**config.mk**
```make
export PLATFORM = sky130hd
export DESIGN_NAME = polarization_angle_mean
export DESIGN_NICKNAME = d
export VERILOG_FILES = /design/src/rtl/pam_pkg.sv /design/src/rtl/pam_cordic.sv /design/src/rtl/polarization_angle_mean.sv
export SDC_FILE = /design/constraint.sdc
export NUM_CORES = 2
export LEC_CHECK = 0
export ABC_AREA = 1
export BUFFER_PORTS_ARGS = -buffer_cell sky130_fd_sc_hd__buf_2
export CAP_MARGIN = 10
export CORE_UTILIZATION = 40
export DETAILED_ROUTE_END_ITERATION = 8
export SLEW_MARGIN = 40
export SYNTH_ARGS = -nofsm -noshare
export SYNTH_HDL_FRONTEND = slang
export SYNTH_HIERARCHICAL = 1
export SYNTH_SLANG_ARGS = --single-unit
```
**constraint.sdc**
```tcl
create_clock -name clk -period 7.2 [get_ports clk]
set_input_delay 0.36 -clock clk [delete_from_list [all_inputs] [get_ports clk]]
set_output_delay 0.36 -clock clk [all_outputs]
set_load 0.01 [all_outputs]
```
**src/rtl/pam_pkg.sv**
```systemverilog
// Package for the polarization angle mean block: types, CORDIC table, codes.
`timescale 1ns / 1ps
package pam_pkg;

  localparam int TAB_LEN  = 24;
  localparam int ANG_W    = 32;
  localparam int CORD_W   = 42;
  localparam int SUM_W    = 40;
  localparam int CNT_W    = 23;
  localparam int ANGLE_W  = 15;
  localparam int CFG_IDX_W = 3;
  localparam int CFG_DAT_W = 13;

  localparam logic [CFG_IDX_W-1:0] REG_POS_I0   = 3'd0;
  localparam logic [CFG_IDX_W-1:0] REG_POS_I45  = 3'd1;
  localparam logic [CFG_IDX_W-1:0] REG_POS_I90  = 3'd2;
  localparam logic [CFG_IDX_W-1:0] REG_POS_I135 = 3'd3;
  localparam logic [CFG_IDX_W-1:0] REG_ROI_HALF = 3'd4;
  localparam logic [CFG_IDX_W-1:0] REG_IMG_W    = 3'd5;
  localparam logic [CFG_IDX_W-1:0] REG_IMG_H    = 3'd6;

  localparam logic [ANG_W-1:0] HALF_TURN    = 32'h8000_0000;
  localparam logic [ANG_W-1:0] QUARTER_TURN = 32'h4000_0000;
  localparam longint INV_GAIN_Q30 = 64'd652032875;
  localparam logic [14:0] CENTI_HALF = 15'd18000;

  typedef enum logic [3:0] {
    ST_IDLE, ST_VEC_START, ST_VEC_WAIT, ST_ROT_START, ST_ROT_WAIT,
    ST_ACCUM, ST_FIN_START, ST_FIN_WAIT, ST_SCALE
  } state_t;

  typedef struct packed {
    logic start;
    logic rotate;
  } cordic_ctl_t;

  function automatic logic [ANG_W-1:0] atan_lookup(input logic [4:0] i);
    logic [ANG_W-1:0] v;
    case (i)
      5'd0:  v = 32'h20000000; 5'd1:  v = 32'h12E4051E; 5'd2:  v = 32'h09FB385B;
      5'd3:  v = 32'h051111D4; 5'd4:  v = 32'h028B0D43; 5'd5:  v = 32'h0145D7E1;
      5'd6:  v = 32'h00A2F61E; 5'd7:  v = 32'h00517C55; 5'd8:  v = 32'h0028BE53;
      5'd9:  v = 32'h00145F2F; 5'd10: v = 32'h000A2F98; 5'd11: v = 32'h000517CC;
      5'd12: v = 32'h00028BE6; 5'd13: v = 32'h000145F3; 5'd14: v = 32'h0000A2FA;
      5'd15: v = 32'h0000517D; 5'd16: v = 32'h000028BE; 5'd17: v = 32'h0000145F;
      5'd18: v = 32'h00000A30; 5'd19: v = 32'h00000518; 5'd20: v = 32'h0000028C;
      5'd21: v = 32'h00000146; 5'd22: v = 32'h000000A3; 5'd23: v = 32'h00000051;
      default: v = '0;
    endcase
    return v;
  endfunction

endpackage

```
**src/rtl/pam_cordic.sv**
```systemverilog
// Shared iterative CORDIC: vectoring (angle of x,y) or rotation (unit cos/sin).
`timescale 1ns / 1ps
module pam_cordic #(
  parameter int CORDIC_ITERS = 16,
  parameter int FRAC_BITS    = 15
) (
  input  logic                             clk,
  input  logic                             rst_n,
  input  pam_pkg::cordic_ctl_t             ctl,
  input  logic signed [pam_pkg::CORD_W-1:0] x_in,
  input  logic signed [pam_pkg::CORD_W-1:0] y_in,
  input  logic [pam_pkg::ANG_W-1:0]        z_in,
  output logic                             done,
  output logic signed [pam_pkg::CORD_W-1:0] x_out,
  output logic signed [pam_pkg::CORD_W-1:0] y_out,
  output logic [pam_pkg::ANG_W-1:0]        z_out
);
  import pam_pkg::*;

  localparam int ITERS = (CORDIC_ITERS < TAB_LEN) ? CORDIC_ITERS : TAB_LEN;
  localparam longint X0 = (INV_GAIN_Q30 + (64'sd1 <<< (29 - FRAC_BITS))) >>> (30 - FRAC_BITS);

  logic signed [CORD_W-1:0] x_r, x_nxt, y_r, y_nxt;
  logic [ANG_W-1:0] z_r, z_nxt;
  logic [4:0] it_r, it_nxt;
  logic busy_r, busy_nxt, rot_r, rot_nxt, flip_r, flip_nxt, done_r, done_nxt;
  logic signed [CORD_W-1:0] xs, ys;
  logic dir_pos;
  logic [ANG_W-1:0] tab;

  assign xs  = x_r >>> it_r;
  assign ys  = y_r >>> it_r;
  assign tab = atan_lookup(it_r);
  assign dir_pos = rot_r ? ~z_r[ANG_W-1] : ~y_r[CORD_W-1];

  always_comb begin
    x_nxt = x_r; y_nxt = y_r; z_nxt = z_r; it_nxt = it_r;
    busy_nxt = busy_r; rot_nxt = rot_r; flip_nxt = flip_r; done_nxt = 1'b0;
    if (ctl.start) begin
      busy_nxt = 1'b1; it_nxt = '0; rot_nxt = ctl.rotate; flip_nxt = 1'b0;
      if (ctl.rotate) begin
        // fold angles outside [-90,90) by a half turn
        x_nxt = CORD_W'(X0); y_nxt = '0; z_nxt = z_in;
        if (z_in >= QUARTER_TURN && z_in < HALF_TURN + QUARTER_TURN) begin
          flip_nxt = 1'b1; z_nxt = z_in - HALF_TURN;
        end
      end else if (x_in < 0) begin
        x_nxt = -x_in; y_nxt = -y_in; z_nxt = HALF_TURN;
      end else begin
        x_nxt = x_in; y_nxt = y_in; z_nxt = '0;
      end
    end else if (busy_r) begin
      if (rot_r == dir_pos) begin
        x_nxt = x_r - ys; y_nxt = y_r + xs;
      end else begin
        x_nxt = x_r + ys; y_nxt = y_r - xs;
      end
      if (dir_pos) z_nxt = rot_r ? z_r - tab : z_r + tab;
      else         z_nxt = rot_r ? z_r + tab : z_r - tab;
      it_nxt = it_r + 5'd1;
      if (it_r == 5'(ITERS - 1)) begin
        busy_nxt = 1'b0; done_nxt = 1'b1;
      end
    end
  end

  always_ff @(posedge clk) begin
    if (!rst_n) begin
      busy_r <= 1'b0; done_r <= 1'b0;
    end else begin
      busy_r <= busy_nxt; done_r <= done_nxt;
    end
    x_r <= x_nxt; y_r <= y_nxt; z_r <= z_nxt; it_r <= it_nxt;
    rot_r <= rot_nxt; flip_r <= flip_nxt;
  end

  assign done  = done_r;
  assign x_out = flip_r ? -x_r : x_r;
  assign y_out = flip_r ? -y_r : y_r;
  assign z_out = z_r;
endmodule

```
**src/rtl/polarization_angle_mean.sv**
```systemverilog
// Top level: quad windowing, CORDIC sequencing, saturating sums, frame result.
`timescale 1ns / 1ps
// A counted quad runs a vectoring pass and a rotation pass on the CORDIC, a zero
// difference skips the vectoring pass; a quad outside the window skips both; the last
// quad adds a final vectoring pass and angle scaling. The shared CORDIC serves every
// pass; one quad is in work at a time. The result sits in an output register until
// taken; a later frame result waits in scaling while that register is full.
// Reset (rst_n, synchronous) restores register defaults and clears the sums.
module polarization_angle_mean #(
  parameter int PIXEL_BITS   = 16,
  parameter int MAX_DIM      = 4096,
  parameter int CORDIC_ITERS = 16,
  parameter int FRAC_BITS    = 15
) (
  input  logic        clk,
  input  logic        rst_n,
  input  logic        in_tvalid,
  output logic        in_tready,
  // pix_top_left[15:0], pix_top_right[31:16], pix_bottom_left[47:32],
  // pix_bottom_right[63:48], quad_row[75:64], quad_col[87:76]
  input  logic [87:0] in_tdata,
  input  logic        in_tlast,
  output logic        out_tvalid,
  input  logic        out_tready,
  // angle_centideg[14:0], quad_count[37:15]
  output logic [39:0] out_tdata,
  input  logic        cfg_valid,
  output logic        cfg_ready,
  input  logic [pam_pkg::CFG_IDX_W-1:0] cfg_index,
  input  logic [pam_pkg::CFG_DAT_W-1:0] cfg_data
);
  import pam_pkg::*;

  localparam logic [13:0] MAXD = 14'(MAX_DIM);
  localparam logic [SUM_W-1:0] SUM_MAX = {1'b0, {(SUM_W-1){1'b1}}};
  localparam logic [SUM_W-1:0] SUM_MIN = {1'b1, {(SUM_W-1){1'b0}}};

  logic [1:0] p0_r, p45_r, p90_r, p135_r;
  logic [11:0] roi_r;
  logic [12:0] w_r, h_r;

  state_t st_r, st_nxt;
  logic signed [SUM_W-1:0] sc_r, sc_nxt, ss_r, ss_nxt;
  logic [CNT_W-1:0] cnt_r, cnt_nxt;
  logic last_r, last_nxt;
  logic signed [16:0] dc_r, dc_nxt, ds_r, ds_nxt;
  logic [ANG_W-1:0] z_r, z_nxt;
  logic [47:0] prod_r, prod_nxt;
  logic ov_r, ov_nxt;
  logic [39:0] out_r, out_nxt;
  logic out_v_r, out_v_nxt;

  cordic_ctl_t ctl;
  logic signed [CORD_W-1:0] cx_in, cy_in, cx, cy;
  logic [ANG_W-1:0] cz;
  logic cdone;

  pam_cordic #(.CORDIC_ITERS(CORDIC_ITERS), .FRAC_BITS(FRAC_BITS)) u_cordic (
    .clk, .rst_n, .ctl, .x_in(cx_in), .y_in(cy_in), .z_in(z_r),
    .done(cdone), .x_out(cx), .y_out(cy), .z_out(cz)
  );

  function automatic logic in_win(input logic [11:0] p, input logic [12:0] dim,
                                  input logic [11:0] roi);
    logic [13:0] d, half, st, en, q;
    d    = ({1'b0, dim} > MAXD) ? MAXD : {1'b0, dim};
    half = d >> 1;
    st = '0; en = d;
    if (roi != 0) begin
      st = (half > {2'b0, roi}) ? half - {2'b0, roi} : '0;
      en = (half + {2'b0, roi} > d) ? d : half + {2'b0, roi};
    end
    q = {2'b0, p};
    return (q >= st) && (q < en) && (q + 14'd2 <= d) && (q[0] == st[0]);
  endfunction

  function automatic logic signed [SUM_W-1:0] sat_add(input logic signed [SUM_W-1:0] a,
                                                      input logic signed [CORD_W-1:0] b);
    logic signed [CORD_W:0] v;
    v = {{(CORD_W-SUM_W+1){a[SUM_W-1]}}, a} + {b[CORD_W-1], b};
    if (v > $signed({{(CORD_W-SUM_W+1){1'b0}}, SUM_MAX})) return SUM_MAX;
    if (v < $signed({{(CORD_W-SUM_W+1){1'b1}}, SUM_MIN})) return SUM_MIN;
    return v[SUM_W-1:0];
  endfunction

  logic [PIXEL_BITS-1:0] pix [4];
  always_comb begin
    for (int k = 0; k < 4; k++) pix[k] = in_tdata[16*k +: PIXEL_BITS];
  end

  assign in_tready = (st_r == ST_IDLE);
  assign cfg_ready = 1'b1;
  assign out_tvalid = out_v_r;
  assign out_tdata = out_r;

  always_comb begin
    st_nxt = st_r; sc_nxt = sc_r; ss_nxt = ss_r; cnt_nxt = cnt_r; last_nxt = last_r;
    dc_nxt = dc_r; ds_nxt = ds_r; z_nxt = z_r; prod_nxt = prod_r; ov_nxt = ov_r;
    out_nxt = out_r;
    out_v_nxt = out_v_r & ~out_tready;
    ctl = '0; cx_in = CORD_W'(dc_r); cy_in = CORD_W'(ds_r);
    case (st_r)
      ST_IDLE: if (in_tvalid) begin
        last_nxt = in_tlast;
        dc_nxt = $signed({1'b0, 16'(pix[p0_r])}) - $signed({1'b0, 16'(pix[p90_r])});
        ds_nxt = $signed({1'b0, 16'(pix[p45_r])}) - $signed({1'b0, 16'(pix[p135_r])});
        if (in_win(in_tdata[75:64], h_r, roi_r) && in_win(in_tdata[87:76], w_r, roi_r))
          st_nxt = ST_VEC_START;
        else st_nxt = in_tlast ? ST_FIN_START : ST_IDLE;
      end
      ST_VEC_START: begin
        if (dc_r == 0 && ds_r == 0) begin
          z_nxt = '0; st_nxt = ST_ROT_START;
        end else begin
          ctl.start = 1'b1; st_nxt = ST_VEC_WAIT;
        end
      end
      ST_VEC_WAIT: if (cdone) begin z_nxt = cz; st_nxt = ST_ROT_START; end
      ST_ROT_START: begin ctl.start = 1'b1; ctl.rotate = 1'b1; st_nxt = ST_ROT_WAIT; end
      ST_ROT_WAIT: if (cdone) st_nxt = ST_ACCUM;
      ST_ACCUM: begin
        sc_nxt = sat_add(sc_r, cx);
        ss_nxt = sat_add(ss_r, cy);
        if (cnt_r != {CNT_W{1'b1}}) cnt_nxt = cnt_r + 1'b1;
        st_nxt = last_r ? ST_FIN_START : ST_IDLE;
      end
      ST_FIN_START: begin
        cx_in = CORD_W'(sc_r); cy_in = CORD_W'(ss_r);
        if (sc_r == 0 && ss_r == 0) begin
          z_nxt = '0; st_nxt = ST_SCALE;
        end else begin
          ctl.start = 1'b1; st_nxt = ST_FIN_WAIT;
        end
      end
      ST_FIN_WAIT: if (cdone) begin z_nxt = cz; st_nxt = ST_SCALE; end
      ST_SCALE: begin
        // z * 18000 / 2^32 rounded; one 32x15 product
        prod_nxt = 48'(z_r) * 48'(CENTI_HALF) + 48'(HALF_TURN);
        ov_nxt = 1'b1;
        // hold while the previous result still waits in the output register
        if (ov_r && (!out_v_r || out_tready)) begin
          out_nxt[14:0] = (prod_r[46:32] >= CENTI_HALF) ? '0 : prod_r[46:32];
          out_nxt[37:15] = cnt_r;
          out_nxt[39:38] = '0;
          out_v_nxt = 1'b1;
          sc_nxt = '0; ss_nxt = '0; cnt_nxt = '0; ov_nxt = 1'b0;
          st_nxt = ST_IDLE;
        end
      end
      default: st_nxt = ST_IDLE;
    endcase
  end

  always_ff @(posedge clk) begin
    if (!rst_n) begin
      st_r <= ST_IDLE; sc_r <= '0; ss_r <= '0; cnt_r <= '0; ov_r <= 1'b0;
      out_v_r <= 1'b0;
      p0_r <= 2'd1; p45_r <= 2'd3; p90_r <= 2'd2; p135_r <= 2'd0;
      roi_r <= '0; w_r <= 13'd2448; h_r <= 13'd2048;
    end else begin
      st_r <= st_nxt; sc_r <= sc_nxt; ss_r <= ss_nxt; cnt_r <= cnt_nxt; ov_r <= ov_nxt;
      out_v_r <= out_v_nxt;
      if (cfg_valid) begin
        case (cfg_index)
          REG_POS_I0:   p0_r   <= cfg_data[1:0];
          REG_POS_I45:  p45_r  <= cfg_data[1:0];
          REG_POS_I90:  p90_r  <= cfg_data[1:0];
          REG_POS_I135: p135_r <= cfg_data[1:0];
          REG_ROI_HALF: roi_r  <= cfg_data[11:0];
          REG_IMG_W:    w_r    <= cfg_data;
          REG_IMG_H:    h_r    <= cfg_data;
          default: ;
        endcase
      end
    end
    last_r <= last_nxt; dc_r <= dc_nxt; ds_r <= ds_nxt; z_r <= z_nxt;
    prod_r <= prod_nxt; out_r <= out_nxt;
  end
endmodule

```
# ---- Word-level counts from Yosys, hierarchy flattened
# Memory sizes are Yosys's and may differ from the RTL's. A register that Yosys moved wholly into a read port is not among the register bits.
# Cells that the tools add are included.
dict set report totals {
  regBits 432
  mem_bits_ro 960
  in_bits 110
  output_inout_bits 43
  wordCells 262
  memories 1
}
dict set report classes {
  addsub 24
  multipliers 1
  order_cmp 24
  eq_ne 28
  shift 2
  n_mux 106
  n_bitwise 10
  n_reduce_logical 38
}
# memory depth width read_ports rd_clocked_by_memory_dff write_ports line_no
set memory_table {}
lappend memory_table {{(name not given)} 32 30 1 1 0 pam_pkg.sv:39} ;# case (i)
# cell n
set op_table {}
lappend op_table {{$mux 42} 14}
lappend op_table {{$mux 40} 9}
lappend op_table {{$mux 32} 11}
lappend op_table {{$mux 14} 12}
lappend op_table {{$neg 42->42} 4}
lappend op_table {{$pmux 40 s2} 2}
lappend op_table {{$bmux 16 s2} 4}
lappend op_table {{$mux 16} 8}
lappend op_table {{$pmux 32 s3} 1}
lappend op_table {{$add 40x42->43} 2}
lappend op_table {{$gt 43x40->1 const B} 2}
lappend op_table {{$lt 43x40->1 const B} 2}
lappend op_table {{$add 42x42->42} 2}
lappend op_table {{$sshr 42x5->42} 2}
lappend op_table {{$sub 42x42->42} 2}
lappend op_table {{$logic_not 40->1} 2}
lappend op_table {{$mux 13} 6}
lappend op_table {{$logic_not 32->1} 2}
lappend op_table {{$add 47x32->47 const B} 1}
lappend op_table {{$mux 23} 2}
lappend op_table {{$pmux 23 s2} 1}
lappend op_table {{$mul 32x11->43 const B} 1}
lappend op_table {{$lt 42x1->1 const B} 1}
lappend op_table {{$pmux 4 s9} 1}
lappend op_table {{53 further kinds} 139}

# ---- Longest topological paths before layout
dict set report logic_depth {
  depth_word 16
  mapped_depth 46
  depth_no_buf 45
}

# ---- By module
# Netlist, hierarchy kept.
# module n_inst cells_per_inst area_per_inst_um2 seq_area_each_um2
set by_module_without_submodules {}
lappend by_module_without_submodules {polarization_angle_mean 1 4671 31825.5 6706.4}
lappend by_module_without_submodules {pam_cordic 1 4447 26255.2 4284.1}

# ---- Least setup slack after synthesis
# No wires, ideal clock.
dict set report synth_path {
  path_kind {register -> register}
  from {register w_r[9]}
  to {register st_r[2]}
  setup_time_ns 0.132
  arrival_ns 4.864
  t_required_ns 7.068
  slack_ns 2.204
  path_stages_with_launch 40
  path_buffers 1
  period_less_slack_ns 4.996
  cell_sequence {dfxtp_1 -> inv_1 -> nand4_1 -> nor2_1 -> nand4_1 -> nand2_1 -> inv_1 -> nor2_1 -> ha_1 -> nor2_1 -> nand2_1 -> and2_1 -> o21ai_0 -> a21oi_1 -> o21bai_1 -> nand3_1 -> nand2_1 -> xor2_1 -> (+4 left out) -> and3_1 -> nand2_1 -> nand3_1 -> nand2_1 -> clkbuf_1 -> nand2_1 -> o21ai_0 -> ha_1 -> a21oi_1 -> nor2_1 -> a211oi_1 -> nand2_1 -> a21oi_1 -> nand2_1 -> nand2_1 -> nand2_1 -> nand2_1 -> a21oi_1}
}
dict set report synth_via {
  elab_chain_len 16
  elab_cells_between_ends 25
  classes_between {add/sub (2); order compare (6); eq/ne (1); mux (12); reduce/logical (4)}
}
# element line_no
set synth_lines {}
lappend synth_lines {{from (decl)} polarization_angle_mean.sv:40} ;# logic [12:0] w_r, h_r;
lappend synth_lines {{from (signal assigned)} polarization_angle_mean.sv:170} ;# REG_IMG_W: w_r <= cfg_data;
lappend synth_lines {{$gt 13x13->1} polarization_angle_mean.sv:66} ;# d = ({1'b0, dim} > MAXD) ? MAXD : {1'b0, dim};
lappend synth_lines {{$mux 13 *} polarization_angle_mean.sv:66}
lappend synth_lines {{$add 12x12->13} polarization_angle_mean.sv:71} ;# en = (half + {2'b0, roi} > d) ? d : half + {2'b0, roi};
lappend synth_lines {{$gt 14x13->1} polarization_angle_mean.sv:71}
lappend synth_lines {{$mux 13} polarization_angle_mean.sv:71}
lappend synth_lines {{$mux 13} polarization_angle_mean.sv:69} ;# if (roi != 0) begin
lappend synth_lines {{$mux 14} polarization_angle_mean.sv:103} ;# ST_IDLE: if (in_tvalid) begin
lappend synth_lines {{$mux 14} polarization_angle_mean.sv:102} ;# case (st_r)
lappend synth_lines {{$lt 12x14->1} polarization_angle_mean.sv:74} ;# return (q >= st) && (q < en) && (q + 14'd2 <= d) && (q[0] == st[0]);
lappend synth_lines {{$logic_and 1x1->1 (2 in a row)} polarization_angle_mean.sv:74}
lappend synth_lines {{$logic_and 1x1->1 *} polarization_angle_mean.sv:74}
lappend synth_lines {{$logic_and 1x1->1 *} polarization_angle_mean.sv:107} ;# if (in_win(in_tdata[75:64], h_r, roi_r) && in_win(in_tdata[87:76], w_r, roi_r))
lappend synth_lines {{$mux 3 *} polarization_angle_mean.sv:107}
lappend synth_lines {{$mux 4 *} polarization_angle_mean.sv:103}
lappend synth_lines {{$pmux 4 s9 *} polarization_angle_mean.sv:102}
lappend synth_lines {{to (signal assigned)} polarization_angle_mean.sv:161} ;# st_r <= st_nxt; sc_r <= sc_nxt; ss_r <= ss_nxt; cnt_r <= cnt_nxt; ov_r <= ov_nxt;
lappend synth_lines {{to (decl)} polarization_angle_mean.sv:42} ;# state_t st_r, st_nxt;
# Mark *: on every way between the ends. The rest lies on a longest branch, timed or not. The select of a mux whose other input is x is not followed.
# A chain may end at the register's enable or synchronous reset.

# ---- Worst setup path in the final report
dict set report layout_path {
  from {register u_cordic.it_r[0]}
  to {register u_cordic.x_r[40], data pin}
}
dict set report layout_via {
  elab_chain_len 5
  elab_cells_between_ends 6
  classes_between {add/sub (2); shift (1); mux (3)}
}
# element line_no
set layout_lines {}
lappend layout_lines {{from (decl)} pam_cordic.sv:25} ;# logic [4:0] it_r, it_nxt;
lappend layout_lines {{from (signal assigned)} pam_cordic.sv:73} ;# x_r <= x_nxt; y_r <= y_nxt; z_r <= z_nxt; it_r <= it_nxt;
lappend layout_lines {{$sshr 42x5->42 *} pam_cordic.sv:32} ;# assign ys = y_r >>> it_r;
lappend layout_lines {{$add 42x42->42 / $sub 42x42->42 (equally long branches)} {pam_cordic.sv:56, pam_cordic.sv:54}}
lappend layout_lines {{$mux 42 *} pam_cordic.sv:53} ;# if (rot_r == dir_pos) begin
lappend layout_lines {{$mux 42 *} pam_cordic.sv:52} ;# end else if (busy_r) begin
lappend layout_lines {{$mux 42 *} pam_cordic.sv:39} ;# if (ctl.start) begin
lappend layout_lines {{via u_cordic.x_nxt[40]} pam_cordic.sv:23} ;# logic signed [CORD_W-1:0] x_r, x_nxt, y_r, y_nxt;
lappend layout_lines {{to (signal assigned)} pam_cordic.sv:73}
lappend layout_lines {{to (decl)} pam_cordic.sv:23}
# The timed path passes the listed nets; every way through them passes the cells marked *. The select of a mux whose other input is x is not followed.

==> results.json <==
{
  "cp.arrival_ns": 6.49,
  "slew_headroom_pct": 45.1,
  "detail_route.vias_per_cell": 5.52,
  "fin_crit_ns": 6.11,
  "r2r_start": "u_cordic/it_r[0]$_SDFFE_PP0P_",
  "drcViolationCount": 5,
  "ys_top_cells_by_count": "nand2_1, inv_1, nor2_1, nand3_1, a21oi_1",
  "cts_inserted_buffers": 55,
  "clk_pin_slew_ns": 0.06,
  "die_x_um": 383,
  "h-tree-depth": 2,
  "synth.area.top_cells": "nand2_1, ha_1, edfxtp_1",
  "nets": 9911,
  "holdPathEnd": "w_r[6]$_SDFFE_PN0P_",
  "cts_resized": 0,
  "hold_depth": 3,
  "cts-root-buf": "clkbuf_16",
  "cts.sinks": 430,
  "crit_required_ns": 7.58,
  "start_util_pct": 40.4,
  "status": "finished with violations",
  "synth_seq_cells": 430,
  "cp_max_fo": 80,
  "grt_usage_pct": 28.1,
  "syn2layout_area_growth_pct": 7.29,
  "firstDrtPassIters": 8,
  "grt_overflow": 0,
  "avgSynthCellArea_sq_um": 6.37,
  "rsz0062_at_grt": "false",
  "synth_most_common_cell": "nand2_1",
  "hold_class": "in -> reg",
  "vias": 61100,
  "row_count": 139,
  "maxCapViolCount": 0,
  "yosys.area.top_type": "nand2_1",
  "end_kind": "register",
  "ioPinCount": 153,
  "io_buffer_count": 149,
  "avgRoutedWirePerCell_um": 19.3,
  "violations": "design-rule violations",
  "dieHeight_um": 383,
  "worst-r2r-cell-count": 25,
  "synth_cell_types": 79,
  "synth_flop_cell": "edfxtp_1",
  "clk_latency_ns": 0.69,
  "ys_seq_area_share_pct": 18.9,
  "grt_use_met2_pct": 47.1,
  "synthSimpleGateAreaFrac_pct": 32.1,
  "routabilityCongestion": 1.00,
  "min-delay-start": "cfg_data[6]",
  "cts_tree": "yes",
  "path_class": "reg -> reg",
  "synth_area_sq_um": 58100,
  "synth_cells": 9118,
  "gr-usage-met1_pct": 37.7,
  "grt.busiest_layer": "met2",
  "synth_compound_area_share_pct": 16.8,
  "grt_max_degree": 81,
  "drt-total-wl_um": 213000,
  "fmax_ghz": 0.164,
  "dp.cells": 10900,
  "grt.met3_usage_pct": 2.39,
  "ant_nets": 0,
  "synthAdderAreaFrac_pct": 16.2,
  "yosys.area_share.xor_xnor_pct": 5.67,
  "dieArea_sq_um": 147000,
  "setup_viol": 0,
  "synth_top_family_by_area": "simple AND/OR/NAND/NOR gates",
  "cts_buffer_depth": 3,
  "hpwl_um": 172000,
  "hold_slack_ns": 0.0509,
  "r2r_slack_ns": 1.09,
  "drive_gt1_share_pct": 5.98,
  "synth_top_area_share_pct": 14.0,
  "cp-start-kind": "register",
  "tns_ns": 0,
  "drt_iter0_drc": 5275,
  "synthArstFlopShare_pct": 0,
  "yosys_warnings": 6,
  "post-route-period-util_pct": 84.9,
  "muxShareOfSynthArea_pct": 0,
  "clock_skew_ns": 0.0408,
  "instances_no_fill": 11100,
  "tightest_slew_ns": 0.822,
  "core_sq_um": 144000,
  "antenna_found_initial": 6,
  "grt_pass1_wl_um": 329000,
  "finalHoldViolations": 0,
  "grt_pass1_vias": 57600,
  "r2r_end": "u_cordic/x_r[40]$_DFFE_PP_",
  "slew_viol_final": 0,
  "synth_edf_count": 238
}
## flip-flops by register name, indices dropped and copies added (netlist names), 15 cells and up
name and count:
sc_r 40, u_cordic/z_out 32, u_cordic/y_r 42, prod_r 15, z_r 32, out_tdata 38, u_cordic/x_r 42, ss_r 40
u_cordic/tab 30, cnt_r 23, ds_r 17, dc_r 17
## worst max-delay path by stage
stage,from,end,slack [ns],cells after the start
2_1_floorplan,w_r[9]$_SDFFE_PN0P_,st_r[2]$_SDFFE_PN0P_,2.20,39
3_3_place_gp,h_r[4]$_SDFFE_PN0P_,st_r[1]$_SDFFE_PN0P_,0.97,45
3_5_place_dp,h_r[0]$_SDFFE_PN0P_,st_r[1]$_SDFFE_PN0P_,1.21,45
4_1_cts,h_r[0]$_SDFFE_PN0P_,st_r[2]$_SDFFE_PN0P_,1.15,45
5_1_grt,h_r[0]$_SDFFE_PN0P_,st_r[1]$_SDFFE_PN0P_,0.42,45
6_report,u_cordic/it_r[0]$_SDFFE_PP0P_,u_cordic/x_r[40]$_DFFE_PP_,1.09,25
## area by class of cell
type | count | area [sq um]
multi-input combinational | 7195 | 41200
clock inverter | 40 | 342
tap | 1903 | 2380
timing repair buffer | 218 | 1330
fill | 15400 | 81500
antenna | 5 | 12.5
clock buffer | 64 | 1500
sequential | 430 | 11000
inverter | 1205 | 4530
## through the flow
step                util (%)  worst slack, ns  area [sq um]
global placement        41.9            0.975         60300
finish                  43.3             1.09         62300
global route            43.3            0.417         62300
detailed placement      41.9             1.21         60300
floorplan                  -             2.20         58100
CTS                     43.3             1.15         62300
## kinds of logic (layout without fill, tap and decap cells)
family / Yosys count / after routing
AND/OR/NAND/NOR: 4356 / 4356
AO/OA/AOI/OAI: 1765 / 1765
buffers and inverters: 1494 / 1527
adder cells (fa/ha/maj): 696 / 696
flip-flops: 430 / 430
XOR/XNOR: 375 / 375
other: 2 / 8
## what timing repair did
| action | 4_1_cts | 5_1_grt |
|---|---|---|
| hold endpoints to repair | 15 | 0 |
| hold buffers | 9 | 0 |
| setup endpoints to repair | 0 | 0 |
| buffers inserted | 0 | 0 |
## per-layer routing
layer	vias to the layer above	routed length, um
met2	2023	98300
li1	30200	-
met3	349	11700
met4	0	7890
met5	-	0
met1	28500	95100
## cells in the final DEF (no fill, tap or decap), types with 10 or more instances in the layout
cell	n
nor2_2	34
o221ai_1	11
a21boi_0	20
nor4_1	59
o21bai_1	38
a31oi_1	63
nand3b_1	22
fa_1	92
a21o_1	37
buf_2	149
xnor2_1	125
nor2_4	12
o211ai_1	33
xor2_1	249
o22ai_1	51
or2_2	37
nor2_1	916
dfxtp_1	187
inv_2	27
a211oi_1	16
ha_1	604
o21ai_1	41
nor3_1	135
o31ai_1	12
o21ai_2	10
inv_1	1160
o21a_1	29
and3_1	10
o21ai_0	628
a21oi_1	712
nand2_1	2165
nand4_1	78
nor3_2	17
nand3_1	767
edfxtp_1	238
nand3_2	19
nand2_2	49
clkbuf_16	59
clkinv_1	22
buf_4	55
## critical path, stage by stage (launching register included)
cell	delay, ns
dfxtp_4	0.71
inv_4	0.44
nand2_1	0.24
nand3_1	0.12
nand3_1	0.14
nand3_1	0.13
nand2_1	0.11
nand2_1	0.06
nand2_1	0.19
ha_1	0.26
o21ai_0	0.49
inv_1	0.14
fa_1	0.47
inv_1	0.15
nand2_1	0.08
o21ai_1	0.21
a21oi_1	0.14
o21ai_1	0.23
a21oi_1	0.15
o21ai_1	0.47
nand3_1	0.13
nand2_1	0.23
a21o_1	0.15
nand2_1	0.04
nand3_1	0.12
o21ai_0	0.15
Power is not shown: default switching activity piles up to over one toggle a cycle in this logic, so the estimate is an artifact.
